===== src/rtl/core/udpck_pkg.sv =====
package udpck_pkg;

  localparam int unsigned PosW  = 17;
  localparam int unsigned WordW = 16;

  localparam logic [PosW-1:0] PosMax = '1;

  // frame offsets
  localparam logic [PosW-1:0] IpHdrStart = 17'd14;
  localparam logic [PosW-1:0] IpHdrEnd   = 17'd34;
  localparam logic [PosW-1:0] AddrStart  = 17'd26;
  localparam logic [PosW-1:0] IpCsumOff  = 17'd24;
  localparam logic [PosW-1:0] UdpCsumOff = 17'd40;

  // position of the last byte: short below MinLastPos, long at or above MaxLastPos
  localparam logic [PosW-1:0] MinLastPos = 17'd41;
  localparam logic [PosW-1:0] MaxLastPos = 17'd65549;

  // UDP length = last position + 1 - 34
  localparam logic [WordW-1:0] UdpLenAdj = 16'd33;
  localparam logic [WordW-1:0] ProtoUdp  = 16'd17;
  localparam logic [WordW-1:0] CsumZeroSub = 16'hffff;

  typedef enum logic [1:0] {
    StatusOk    = 2'd0,
    StatusShort = 2'd1,
    StatusLong  = 2'd2
  } status_e;

  typedef struct packed {
    logic [7:0] frame_byte;
    logic       is_last;
  } item_t;

  typedef struct packed {
    logic [WordW-1:0] ip_csum;
    logic [WordW-1:0] udp_csum;
    status_e          status;
  } result_t;

  // ones' complement add with end-around carry
  function automatic logic [WordW-1:0] ones_add(input logic [WordW-1:0] a,
                                                input logic [WordW-1:0] b);
    logic [WordW:0] s;
    s = {1'b0, a} + {1'b0, b};
    return s[WordW-1:0] + {{(WordW-1){1'b0}}, s[WordW]};
  endfunction

endpackage


===== src/rtl/core/udpck_in_stage.sv =====
module udpck_in_stage (
  input  logic             clk_i,
  input  logic             rst_ni,
  input  logic             valid_i,
  output logic             ready_o,
  input  udpck_pkg::item_t item_i,
  output logic             valid_o,
  input  logic             take_i,
  output udpck_pkg::item_t item_o
);
  import udpck_pkg::*;

  logic  valid_q, valid_d;
  item_t item_q;

  assign ready_o = !valid_q || take_i;
  assign valid_d = (valid_i && ready_o) || (valid_q && !take_i);

  always_ff @(posedge clk_i or negedge rst_ni) begin
    if (!rst_ni) begin
      valid_q <= 1'b0;
    end else begin
      valid_q <= valid_d;
    end
  end

  always_ff @(posedge clk_i) begin
    if (valid_i && ready_o) begin
      item_q <= item_i;
    end
  end

  assign valid_o = valid_q;
  assign item_o  = item_q;

`ifndef SYNTHESIS
  a_take_needs_item: assert property (@(posedge clk_i) disable iff (!rst_ni)
    take_i |-> valid_q)
    else $error("take without a held item");

  a_hold_when_stalled: assert property (@(posedge clk_i) disable iff (!rst_ni)
    valid_q && !take_i |=> valid_q && item_q == $past(item_q))
    else $error("held item lost while stalled");

  a_load_when_free: assert property (@(posedge clk_i) disable iff (!rst_ni)
    valid_i && ready_o |=> valid_q)
    else $error("accepted transaction not held");
`endif

endmodule


===== src/rtl/core/udpck_accum.sv =====
module udpck_accum (
  input  logic                clk_i,
  input  logic                rst_ni,
  input  logic                take_i,
  input  udpck_pkg::item_t    item_i,
  output udpck_pkg::result_t  result_o
);
  import udpck_pkg::*;

  logic [PosW-1:0]  pos_q, pos_d;
  logic [WordW-1:0] ip_sum_q, ip_sum_d;
  logic [WordW-1:0] udp_sum_q, udp_sum_d;
  logic [7:0]       held_q, held_d;

  logic [PosW-1:0]  word_start;
  logic [WordW-1:0] word;
  logic [WordW-1:0] ip_upd, udp_upd;
  logic [WordW-1:0] us_pad, us_proto, us_len, udp_inv;
  status_e          status;

  assign word_start = pos_q - 17'd1;

  always_comb begin
    word = {held_q, item_i.frame_byte};
    if (word_start == IpCsumOff || word_start == UdpCsumOff) begin
      word = '0;
    end
  end

  // sums after this byte
  always_comb begin
    ip_upd  = ip_sum_q;
    udp_upd = udp_sum_q;
    held_d  = held_q;
    if (!pos_q[0]) begin
      held_d = item_i.frame_byte;
    end else if (pos_q != PosMax) begin
      if (word_start >= IpHdrStart && word_start < IpHdrEnd) begin
        ip_upd = ones_add(ip_sum_q, word);
      end
      if (word_start >= AddrStart) begin
        udp_upd = ones_add(udp_sum_q, word);
      end
    end
  end

  // final fold: odd trailing byte, then pseudo-header protocol and length
  always_comb begin
    us_pad = udp_upd;
    if (!pos_q[0] && pos_q != UdpCsumOff) begin
      us_pad = ones_add(udp_upd, {item_i.frame_byte, 8'h00});
    end
    us_proto = ones_add(us_pad, ProtoUdp);
    us_len   = ones_add(us_proto, pos_q[WordW-1:0] - UdpLenAdj);
    udp_inv  = ~us_len;
  end

  always_comb begin
    if (pos_q < MinLastPos) begin
      status = StatusShort;
    end else if (pos_q >= MaxLastPos) begin
      status = StatusLong;
    end else begin
      status = StatusOk;
    end
  end

  always_comb begin
    result_o.status   = status;
    result_o.ip_csum  = '0;
    result_o.udp_csum = '0;
    if (status == StatusOk) begin
      result_o.ip_csum  = ~ip_upd;
      result_o.udp_csum = (udp_inv == '0) ? CsumZeroSub : udp_inv;
    end
  end

  always_comb begin
    pos_d     = pos_q;
    ip_sum_d  = ip_sum_q;
    udp_sum_d = udp_sum_q;
    if (take_i) begin
      if (item_i.is_last) begin
        pos_d     = '0;
        ip_sum_d  = '0;
        udp_sum_d = '0;
      end else begin
        ip_sum_d  = ip_upd;
        udp_sum_d = udp_upd;
        if (pos_q != PosMax) begin
          pos_d = pos_q + 17'd1;
        end
      end
    end
  end

  always_ff @(posedge clk_i or negedge rst_ni) begin
    if (!rst_ni) begin
      pos_q     <= '0;
      ip_sum_q  <= '0;
      udp_sum_q <= '0;
      held_q    <= '0;
    end else begin
      pos_q     <= pos_d;
      ip_sum_q  <= ip_sum_d;
      udp_sum_q <= udp_sum_d;
      if (take_i) begin
        held_q <= item_i.is_last ? 8'h00 : held_d;
      end
    end
  end

`ifndef SYNTHESIS
  a_clear_after_last: assert property (@(posedge clk_i) disable iff (!rst_ni)
    take_i && item_i.is_last |=> pos_q == '0 && ip_sum_q == '0 && udp_sum_q == '0)
    else $error("state not cleared after end of frame");

  a_pos_counts: assert property (@(posedge clk_i) disable iff (!rst_ni)
    take_i && !item_i.is_last && pos_q != PosMax |=> pos_q == $past(pos_q) + 17'd1)
    else $error("byte position did not advance");

  a_pos_idle: assert property (@(posedge clk_i) disable iff (!rst_ni)
    !take_i |=> pos_q == $past(pos_q))
    else $error("byte position moved without a byte");
`endif

endmodule


===== src/rtl/core/udpck_out_stage.sv =====
module udpck_out_stage (
  input  logic               clk_i,
  input  logic               rst_ni,
  input  logic               load_i,
  input  udpck_pkg::result_t result_i,
  output logic               free_o,
  output logic               valid_o,
  input  logic               ready_i,
  output udpck_pkg::result_t result_o
);
  import udpck_pkg::*;

  logic    valid_q, valid_d;
  result_t result_q;

  assign free_o  = !valid_q || ready_i;
  assign valid_d = load_i || (valid_q && !ready_i);

  always_ff @(posedge clk_i or negedge rst_ni) begin
    if (!rst_ni) begin
      valid_q <= 1'b0;
    end else begin
      valid_q <= valid_d;
    end
  end

  always_ff @(posedge clk_i) begin
    if (load_i) begin
      result_q <= result_i;
    end
  end

  assign valid_o  = valid_q;
  assign result_o = result_q;

`ifndef SYNTHESIS
  a_no_overwrite: assert property (@(posedge clk_i) disable iff (!rst_ni)
    load_i |-> free_o)
    else $error("result register overwritten while full");

  a_load_shows: assert property (@(posedge clk_i) disable iff (!rst_ni)
    load_i |=> valid_q)
    else $error("loaded result not presented");

  a_drain: assert property (@(posedge clk_i) disable iff (!rst_ni)
    valid_q && ready_i && !load_i |=> !valid_q)
    else $error("result repeated after transaction");
`endif

endmodule


===== src/rtl/core/udp_ipv4_checksum_engine_top.sv =====
// Channel | Direction | Handshake                  | Payload
// in      | input     | in_valid_i / in_ready_o    | frame_byte_i[7:0], is_last_i
// out     | output    | out_valid_o / out_ready_i  | ip_header_checksum_o[15:0],
//         |           |                            | udp_datagram_checksum_o[15:0],
//         |           |                            | frame_status_o[1:0]
//
// One byte per cycle sustained, except where a last byte waits (below). A byte is
// held in the input register, then folded into the running sums; the last byte
// of a frame loads the result register, from which the result is presented.
// Reset (rst_ni low, asynchronous) clears the byte count, both sums and valids.
// Only a last byte waits on a full result register; other bytes flow freely,
// so the out side stalls the in side only at frame ends.
module udp_ipv4_checksum_engine_top (
  input  logic        clk_i,
  input  logic        rst_ni,
  input  logic        in_valid_i,
  output logic        in_ready_o,
  input  logic [7:0]  frame_byte_i,
  input  logic        is_last_i,
  output logic        out_valid_o,
  input  logic        out_ready_i,
  output logic [15:0] ip_header_checksum_o,
  output logic [15:0] udp_datagram_checksum_o,
  output logic [1:0]  frame_status_o
);
  import udpck_pkg::*;

  item_t   in_item, held_item;
  logic    held_valid;
  logic    take;
  logic    out_free;
  result_t next_result, out_result;

  assign in_item.frame_byte = frame_byte_i;
  assign in_item.is_last    = is_last_i;

  // a byte leaves the input register unless it ends a frame while a result waits
  assign take = held_valid && (!held_item.is_last || out_free);

  udpck_in_stage u_in_stage (
    .clk_i   (clk_i),
    .rst_ni  (rst_ni),
    .valid_i (in_valid_i),
    .ready_o (in_ready_o),
    .item_i  (in_item),
    .valid_o (held_valid),
    .take_i  (take),
    .item_o  (held_item)
  );

  udpck_accum u_accum (
    .clk_i    (clk_i),
    .rst_ni   (rst_ni),
    .take_i   (take),
    .item_i   (held_item),
    .result_o (next_result)
  );

  udpck_out_stage u_out_stage (
    .clk_i    (clk_i),
    .rst_ni   (rst_ni),
    .load_i   (take && held_item.is_last),
    .result_i (next_result),
    .free_o   (out_free),
    .valid_o  (out_valid_o),
    .ready_i  (out_ready_i),
    .result_o (out_result)
  );

  assign ip_header_checksum_o    = out_result.ip_csum;
  assign udp_datagram_checksum_o = out_result.udp_csum;
  assign frame_status_o          = out_result.status;

`ifndef SYNTHESIS
  a_bad_frame_zero: assert property (@(posedge clk_i) disable iff (!rst_ni)
    out_valid_o && frame_status_o != StatusOk
      |-> ip_header_checksum_o == '0 && udp_datagram_checksum_o == '0)
    else $error("flagged frame with non-zero checksum");

  a_udp_never_zero: assert property (@(posedge clk_i) disable iff (!rst_ni)
    out_valid_o && frame_status_o == StatusOk |-> udp_datagram_checksum_o != '0)
    else $error("zero UDP checksum sent");

  a_status_code: assert property (@(posedge clk_i) disable iff (!rst_ni)
    out_valid_o |-> frame_status_o == StatusOk || frame_status_o == StatusShort
      || frame_status_o == StatusLong)
    else $error("undefined frame status");
`endif

endmodule


===== config.mk =====
export PLATFORM = sky130hd
export DESIGN_NAME = udp_ipv4_checksum_engine_top
export DESIGN_NICKNAME = d
export VERILOG_FILES = /design/src/rtl/core/udpck_pkg.sv /design/src/rtl/core/udpck_in_stage.sv /design/src/rtl/core/udpck_accum.sv /design/src/rtl/core/udpck_out_stage.sv /design/src/rtl/core/udp_ipv4_checksum_engine_top.sv
export SDC_FILE = /design/constraint.sdc
export NUM_CORES = 1
export LEC_CHECK = 0
export ABC_CLOCK_PERIOD_IN_PS = 28800
export BUFFER_PORTS_ARGS = -buffer_cell sky130_fd_sc_hd__buf_2
export CELL_PAD_IN_SITES_DETAIL_PLACEMENT = 0
export CELL_PAD_IN_SITES_GLOBAL_PLACEMENT = 1
export CORE_MARGIN = 2
export CORE_UTILIZATION = 40
export DETAILED_ROUTE_END_ITERATION = 12
export PLACE_DENSITY = 0.67
export SYNTH_ARGS = -nofsm -noshare
export SYNTH_HDL_FRONTEND = slang
export SYNTH_SLANG_ARGS = --single-unit

===== constraint.sdc =====
create_clock -name clk_i -period 28.8 [get_ports clk_i]
set_clock_uncertainty 0.15 [all_clocks]
set_input_delay 1.44 -clock clk_i [delete_from_list [all_inputs] [get_ports clk_i]]
set_output_delay 1.44 -clock clk_i [all_outputs]
set_load 0.03 [all_outputs]

==> impl_metrics.tcl, run 1 <==
set metrics [dict create \
    hold_path_depth 1 \
    start_kind "flip-flop" \
    wl_per_cell_um 17.99 \
    drcViolationCount 0 \
    netlist_area_um2 9856 \
    holdCritStartpoint "u_accum.held_q[5]$_DFFE_PN0P_" \
    worst_slew_pin_slew_ps 1104 \
    cts_tree "built" \
    crit_arrival_ps 15870 \
    finalWirelength_um 26610 \
    place_congestion 0.8626 \
    antenna_found_initial 0 \
    htreeDepth 3 \
    cts_buffers 9 \
    slowest_stage "dfrtp_1" \
    synth_seq_area_share 0.2808 \
    grt_overflow 0 \
    power.leakage_nw 4.443 \
    maxCapViolCount 0 \
    hp-class "flip-flop to flip-flop" \
    grt_max_degree 60 \
    die_y_um 161.0 \
    clock-sinks 102 \
    cellPowerDensity_nw_per_um2 74.26 \
    crit_required_ps 28840 \
    coreArea_um2 24250 \
    path_max_fanout 16 \
    r2r_end "u_out_stage.result_o[12]$_SDFFCE_PP0P_" \
    syn2layout_area_growth_pct 8.633 \
    holdWs_ps 350.8 \
    worst-setup-path-type "flip-flop to flip-flop" \
    viasPerCell 5.611 \
    ys_seq_elements 102 \
    clk_pin_slew_ps 90 \
    die_w_um 161.0 \
    fmax_mhz 63.17 \
    end_kind "flip-flop" \
    synthArstFlopShare 0.5784 \
    hold_viol 0 \
    dpl.cell_count 1463 \
    yosys_warnings 0 \
    finalPower_w 0.0007951 \
    final_common_cell "nand2_1" \
    final_cell_mix "nand2_1 (90), nor2_1 (82), xnor2_1 (81), ha_1 (73), dfrtp_1 (59)" \
    grt_pass1_wl_um 43150 \
    ff2ff_setup_slack_ps 12970 \
    ctsResizeCount 0 \
    finalMaxSlewViolations 0 \
    drt_iter0_drc 689 \
    cpPeakStageDelay_ps 590 \
    syn_inst 1129 \
    stdcell_area_um2 10710 \
    hpwlAfterDp_um 20740 \
    holdBufCountCts 0 \
    timing.rr.start "u_accum.pos_q[0]$_DFFE_PN0P_" \
    peakVddDrop_mv 0.03500 \
    dieArea_um2 25910 \
    reg2regPathDepth 70 \
    synth_nets 1219 \
    final_cells 1479 \
    ios 49 \
    fin_crit_ps 15830 \
    drive_gt1_frac 0.1056 \
    syn_area_per_cell_um2 8.730 \
    hold_end "u_accum.held_q[5]$_DFFE_PN0P_" \
    setup_viol_count_final 0 \
    grtUsageTotal 0.2094 \
    cts_setup_buffers 0 \
    antenna_left 0 \
    fillCellCount 2392 \
    cp_common_cell "ha_1" \
    tns_ps 0 \
    insertion_delay_ps 360 \
    vias 8298 \
    status "finished, final reports clean" \
    cts.path.max_buffers 2 \
    synthFlopType "dfrtp_1" \
    num_antenna_cells 0 \
    initial_core_util 0.4064 \
    grt_pass1_vias 7796 \
    yosysUniqueCellTypes 92 \
    maxSlewHeadroom 0.2544 \
    nNetsFinal 1240 \
    fin_crit_sh 0.5497 \
    drt-pass1-iter-count 5 \
    rsz0062_at_grt "false" \
    synth_edf_count 43 \
    dpl-instance-area_um2 10400 \
    root_buffer "clkbuf_16" \
    portBuffers 48 \
    row_count 57 \
]
==> where the power goes <==
group | total (W) | internal [W] | leakage [nW] | switching [W]
clock network | 0.000130 | 0.0000663 | 0.150 | 0.0000638
logic | 0.000491 | 0.000192 | 3.08 | 0.000299
registers | 0.000174 | 0.000161 | 1.22 | 0.0000125
total | 0.000795 | 0.000420 | 4.44 | 0.000375
==> cells by family after synthesis <==
family | synth area share
flops | 0.2808
compound gates | 0.1965
xor+xnor | 0.1314
mux | 0.03148
fa+ha+maj | 0.1008
buf+inv | 0.03783
simple gates | 0.2212
==> cell type report <==
type | instances | area, µm² | share of cell area
tap | 324 | 405.4 | 0.03786
clock buffer | 10 | 250.2 | 0.02337
inverter | 48 | 180.2 | 0.01683
clock inverter | 6 | 61.31 | 0.005726
sequential | 102 | 2768 | 0.2585
multi-input combinational | 932 | 6734 | 0.6290
timing repair buffer | 57 | 307.8 | 0.02875
==> routing by layer <==
metal	vias up	global-route usage	wire (µm)
li1	4187	-	-
met1	3892	0.3114	13530
met2	189	0.3236	11540
met3	30	0.02619	1078
met4	0	0.05032	453
met5	-	0	0
==> cell usage after synthesis (all sizes together) (5+ instances only) <==
cell type | count | area (µm²)
o21bai | 11 | 82.58
a21oi | 56 | 280.3
mux2i | 19 | 227.7
a21o | 15 | 112.6
nand2 | 90 | 337.8
o21ai | 63 | 322.8
edfxtp | 43 | 1291
xor2 | 59 | 524.3
ha | 73 | 913.4
o211ai | 9 | 67.56
or2 | 11 | 68.82
a211oi | 14 | 115.1
or3 | 14 | 92.59
and3 | 12 | 75.07
nand3 | 33 | 165.2
nor2 | 84 | 317.8
a22o | 30 | 262.8
nor4 | 21 | 162.7
and2 | 15 | 96.34
nand2b | 17 | 106.4
mux2 | 7 | 82.57
inv | 48 | 180.2
or4 | 5 | 37.54
buf | 11 | 57.55
o22ai | 6 | 43.79
nand4 | 18 | 133.9
dfrtp | 59 | 1476
o21a | 16 | 127.6
xnor2 | 82 | 725.7
nor3 | 38 | 190.2
clkbuf | 36 | 135.1
a31oi | 6 | 37.54
nor3b | 6 | 45.04
nor2b | 28 | 175.2
o31ai | 6 | 45.04
==> worst max path at each step <==
stage	start	to	slack [ps]	cells past startpoint
2_1_floorplan	u_accum.pos_q[0]$_DFFE_PN0P_	u_out_stage.result_o[10]$_SDFFCE_PP0P_	14720	72
3_3_place_gp	u_accum.pos_q[0]$_DFFE_PN0P_	u_out_stage.result_o[2]$_SDFFCE_PP0P_	13430	70
3_5_place_dp	u_accum.pos_q[0]$_DFFE_PN0P_	u_out_stage.result_o[4]$_SDFFCE_PP0P_	13080	70
4_1_cts	u_accum.pos_q[0]$_DFFE_PN0P_	u_out_stage.result_o[4]$_SDFFCE_PP0P_	13020	70
5_1_grt	u_accum.pos_q[0]$_DFFE_PN0P_	u_out_stage.result_o[10]$_SDFFCE_PP0P_	11520	70
6_report	u_accum.pos_q[0]$_DFFE_PN0P_	u_out_stage.result_o[12]$_SDFFCE_PP0P_	12970	70
==> through the flow <==
stage / utilization / worst slack, ps
floorplan: - / 14720
global placement: 0.4287 / 13430
detailed placement: 0.4287 / 13080
CTS: 0.4415 / 13020
global route: 0.4415 / 11520
finish: 0.4415 / 12970
==> state kept, by name, summed over array words and instances, names as in the netlist <==
name / flops
u_accum.ip_sum_q: 16
u_in_stage.valid_o: 1
u_in_stage.item_o: 9
u_out_stage.valid_o: 1
u_accum.held_q: 8
u_accum.pos_q: 17
u_out_stage.result_o: 34
u_accum.udp_sum_q: 16
==> worst max-delay path, delay by kind of cell, from the launching register on <==
kind            cells  cell delay [ps]
simple gates       24             4860
flops               1              590
buf+inv             3              500
fa+ha+maj          14             3930
compound gates     27             5380
xor+xnor            2              240
Power figures use the tool's default switching activity.
==> run 2: changes to the inputs <==
- ABC_CLOCK_PERIOD_IN_PS: 28800 -> 15200
- clock period: 28.8 -> 15.2 ns (I/O delays scaled with it)
==> run 2 against run 1 <==
  * Maximum frequency up 12%
  * Via count up 1.2%
  * Flip-flop and latch count unchanged
  * Sequential power up 89%
  * Total power up 93%
  * Worst hold slack worse by 1.3 ps
  * Highest routed layer unchanged
==> impl_metrics.tcl, run 2 (synthesis results as in run 1) <==
set metrics [dict create \
    final_cell_mix "nand2_1 (89), nor2_1 (81), xnor2_1 (79), ha_1 (71), xor2_1 (58)" \
    start_kind "flip-flop" \
    grt_overflow 0 \
    setup_viol_count_final 0 \
    slowest_stage "or4b_1" \
    crit_required_ps 15240 \
    finalMaxSlewViolations 0 \
    insertion_delay_ps 360 \
    hp-class "flip-flop to flip-flop" \
    drive_gt1_frac 0.1395 \
    antenna_found_initial 0 \
    cpPeakStageDelay_ps 480 \
    fin_crit_ps 14150 \
    hold_viol 0 \
    ios 49 \
    finalWirelength_um 27650 \
    grt_pass1_wl_um 44950 \
    crit_arrival_ps 14190 \
    critical_path_buf_inv_count 6 \
    final_common_cell "nand2_1" \
    cts_buffers 9 \
    coreArea_um2 24250 \
    root_buffer "clkbuf_16" \
    worst_slew_pin_slew_ps 1129 \
    cts_tree "built" \
    drt-pass1-iter-count 7 \
    ff2ff_setup_slack_ps 1050 \
    die_y_um 161.0 \
    die_w_um 161.0 \
    drcViolationCount 0 \
    vias 8400 \
    fmax_mhz 70.66 \
    initial_core_util 0.4064 \
    grtUsageTotal 0.2176 \
    holdBufCountCts 0 \
    dpl.cell_count 1480 \
    cp_common_cell "ha_1" \
    nNetsFinal 1261 \
    portBuffers 48 \
    path_max_fanout 15 \
    maxSlewHeadroom 0.2377 \
    tns_ps 0 \
    worst-setup-path-type "flip-flop to flip-flop" \
    clk_pin_slew_ps 90 \
    cts.path.max_buffers 2 \
    power.leakage_nw 4.582 \
    grt_pass1_vias 8088 \
    largest_reg_flops 34 \
    htreeDepth 3 \
    critPathTopFamily "simple AND/OR/NAND/NOR gates" \
    grt_max_degree 60 \
    antenna_left 0 \
    syn2layout_area_growth_pct 11.55 \
    fin_crit_sh 0.9311 \
    wl_per_cell_um 18.43 \
    row_count 57 \
    status "finished, final reports clean" \
    drt_iter0_drc 662 \
    cellPowerDensity_nw_per_um2 139.8 \
    clock-sinks 102 \
    end_kind "flip-flop" \
    dieArea_um2 25910 \
    hpwlAfterDp_um 21530 \
    place_congestion 0.8706 \
    holdWs_ps 349.5 \
    viasPerCell 5.600 \
    num_antenna_cells 0 \
    final_cells 1500 \
    peakVddDrop_mv 0.06633 \
    maxCapViolCount 0 \
]
[run 2: cell count changes in the layout (fill, tap and decap cells not counted), sizes merged]
cell,delta
buf,+21
clkinv,+1
inv,-1
[run 2: layout make-up]
class	count	area, µm²
clock buffer	10	239.0
clock inverter	6	66.31
fill	2416	13250
inverter	48	180.2
multi-input combinational	932	6868
sequential	102	2770
tap	324	405.4
timing repair buffer	78	465.4
[run 2: layer usage]
metal / vias up / routed length, µm / GRT usage
li1: 4211 / - / -
met1: 4021 / 14230 / 0.3258
met2: 149 / 12320 / 0.3406
met3: 19 / 757 / 0.02209
met4: 0 / 342 / 0.04545
met5: - / 0 / 0
[run 2: timing repair]
item | in CTS | in global routing
buffers inserted | 0 | 4
gates resized for setup | 0 | 27
setup endpoints to repair | 0 | 16
[run 2: where the power goes]
group,internal [W],switching (W),total [W]
Sequential,0.000306,0.0000230,0.000329
Combinational,0.000380,0.000586,0.000967
Clock,0.000120,0.000122,0.000242
Total,0.000806,0.000731,0.00154
[run 2: worst paths after layout]
path | from | end | cells past startpoint
hold reg to reg | u_accum.held_q[1]$_DFFE_PN0P_ | u_accum.held_q[1]$_DFFE_PN0P_ | 1
hold / removal | u_accum.held_q[1]$_DFFE_PN0P_ | u_accum.held_q[1]$_DFFE_PN0P_ | 1
setup / recovery | u_accum.pos_q[1]$_DFFE_PN0P_ | u_out_stage.result_o[11]$_SDFFCE_PP0P_ | 73
max in group asynchronous | rst_ni | u_accum.pos_q[1]$_DFFE_PN0P_ | 2
setup reg to reg | u_accum.pos_q[1]$_DFFE_PN0P_ | u_out_stage.result_o[11]$_SDFFCE_PP0P_ | 73
min in group asynchronous | rst_ni | u_accum.udp_sum_q[9]$_DFFE_PN0P_ | 2
[run 2: stage by stage]
step,setup slack [ps],utilization,instance area [µm²],total power [W]
final,1048,0.4534,10990,0.001537
after detailed placement,115.4,0.4340,10520,0.001273
after CTS,61.23,0.4465,10830,0.001518
after global placement,466.4,0.4340,10520,0.001279
after floorplan,1119,-,9856,0.001054
after global routing,-70.24,0.4534,10990,0.001655
==> run 3: changes to the inputs <==
- CTS_BUF_LIST: not set -> sky130_fd_sc_hd__clkbuf_16
==> run 3 against run 2 <==
  * Die area did not move
  * First-iteration DRC count increased by 1.8%
  * Core utilization is essentially flat
  * Global-route usage is essentially flat
  * Clock power down 2%
  * Non-clock buffer count unchanged
  * Register-to-register slack barely moved
  * Cell area hardly changed
  * Critical path type unchanged
  * Critical endpoint unchanged
==> impl_metrics.tcl, run 3 (synthesis results as in run 1) <==
set metrics [dict create \
    place_congestion 0.8706 \
    worst-setup-path-type "flip-flop to flip-flop" \
    grt_use_met1 0.3260 \
    drive_gt1_frac 0.1386 \
    nNetsFinal 1261 \
    use_met2 0.3406 \
    start_kind "flip-flop" \
    htreeDepth 3 \
    maxSlewHeadroom 0.2401 \
    finalPower_w 0.001532 \
    hp-class "flip-flop to flip-flop" \
    grt_max_degree 60 \
    maxCapViolCount 0 \
    dieArea_um2 25910 \
    path_max_fanout 15 \
    busiest_layer "met2" \
    cts_tree "built" \
    status "finished, final reports clean" \
    syn2layout_area_growth_pct 11.45 \
    post-route-util 0.4530 \
    holdBufCountCts 0 \
    cpPeakStageDelay_ps 480 \
    num_antenna_cells 0 \
    crit_arrival_ps 14180 \
    clk_pin_slew_ps 90 \
    crit_required_ps 15240 \
    drcViolationCount 0 \
    clock-sinks 102 \
    initial_core_util 0.4064 \
    peakVddDrop_mv 0.06190 \
    row_count 57 \
    multi_input_area_um2 6868 \
    drt_iter0_drc 674 \
    grt_pass1_vias 8090 \
    grt_pass1_wl_um 44940 \
    cp_common_cell "ha_1" \
    antenna_found_initial 0 \
    slowest_stage "or4b_1" \
    regArea_um2 2770 \
    vias 8425 \
    worst_slew_pin_slew_ps 1125 \
    critical_path_buf_inv_count 6 \
    cts.path.max_buffers 2 \
    hold_viol 0 \
    final_cell_mix "nand2_1 (89), nor2_1 (81), xnor2_1 (79), ha_1 (71), xor2_1 (58)" \
    final_common_cell "nand2_1" \
    grtUsageTotal 0.2176 \
    root_buffer "clkbuf_16" \
    drt-pass1-iter-count 5 \
    fmax_mhz 70.73 \
    hpwlAfterDp_um 21530 \
    ios 49 \
    insertion_delay_ps 360 \
    stdcell_area_um2 10980 \
    cts_buffers 9 \
    tns_ps 0 \
    fin_crit_sh 0.9301 \
    wl_per_cell_um 18.42 \
    viasPerCell 5.617 \
    cellPowerDensity_nw_per_um2 139.5 \
    portBuffers 48 \
    antenna_left 0 \
    coreArea_um2 24250 \
    end_kind "flip-flop" \
    die_y_um 161.0 \
    die_w_um 161.0 \
    fillCellCount 2416 \
    finalWirelength_um 27640 \
    grt_overflow 0 \
    finalMaxSlewViolations 0 \
    grt_use_met3 0.02209 \
    largest_reg_flops 34 \
    fin_crit_ps 14140 \
    dpl-instance-area_um2 10520 \
    critPathTopFamily "simple AND/OR/NAND/NOR gates" \
    power.leakage_nw 4.577 \
    holdWs_ps 349.4 \
    setup_viol_count_final 0 \
]
## run 3: cell types whose count changed in the layout (fill, tap and decap cells not counted), sizes merged
cell    delta
clkbuf     -1
clkinv     +1
## run 3: layout make-up
type	instances	area share
Clock buffer	9	0.02050
Clock inverter	7	0.006379
Inverter	48	0.01640
Multi-Input combinational cell	932	0.6252
Sequential cell	102	0.2522
Tap cell	324	0.03691
Timing Repair Buffer	78	0.04237
## run 3: worst paths after layout
check | from | to | slack [ps] | depth (start not counted)
worst max-delay path | u_accum.pos_q[1]$_DFFE_PN0P_ | u_out_stage.result_o[11]$_SDFFCE_PP0P_ | 1060 | 73
worst min-delay path | u_accum.held_q[1]$_DFFE_PN0P_ | u_accum.held_q[1]$_DFFE_PN0P_ | 350 | 1
worst max register to register | u_accum.pos_q[1]$_DFFE_PN0P_ | u_out_stage.result_o[11]$_SDFFCE_PP0P_ | 1060 | 73
worst min register to register | u_accum.held_q[1]$_DFFE_PN0P_ | u_accum.held_q[1]$_DFFE_PN0P_ | 350 | 1
max in group asynchronous | rst_ni | u_accum.pos_q[1]$_DFFE_PN0P_ | 13850 | 2
min in group asynchronous | rst_ni | u_accum.udp_sum_q[9]$_DFFE_PN0P_ | 420 | 2
## run 3: routing by layer
layer  up-vias  wire length [µm]  share of wire
met2       154             12360           0.45
met1      4039             14110           0.51
met4         0               343          0.012
met5         -                 0              0
met3        19               821          0.030
li1       4213                 -              -
## run 3: repair_timing
action / CTS / global route
buffers inserted: 0 / 4
resized for setup: 0 / 27
endpoints found under the setup margin: 0 / 16
## run 3: stage by stage
stage                     cells  setup WS [ps]
after floorplan            1129           1119
after global placement     1480          466.4
final                      1500           1062
after global routing       1500         -69.67
after CTS                  1496          60.27
after detailed placement   1480          115.4
## run 3: report_power, final
group / internal (W) / switching [W] / total, W
Combinational: 0.000380 / 0.000587 / 0.000967
Clock: 0.000115 / 0.000121 / 0.000236
Sequential: 0.000306 / 0.0000230 / 0.000329
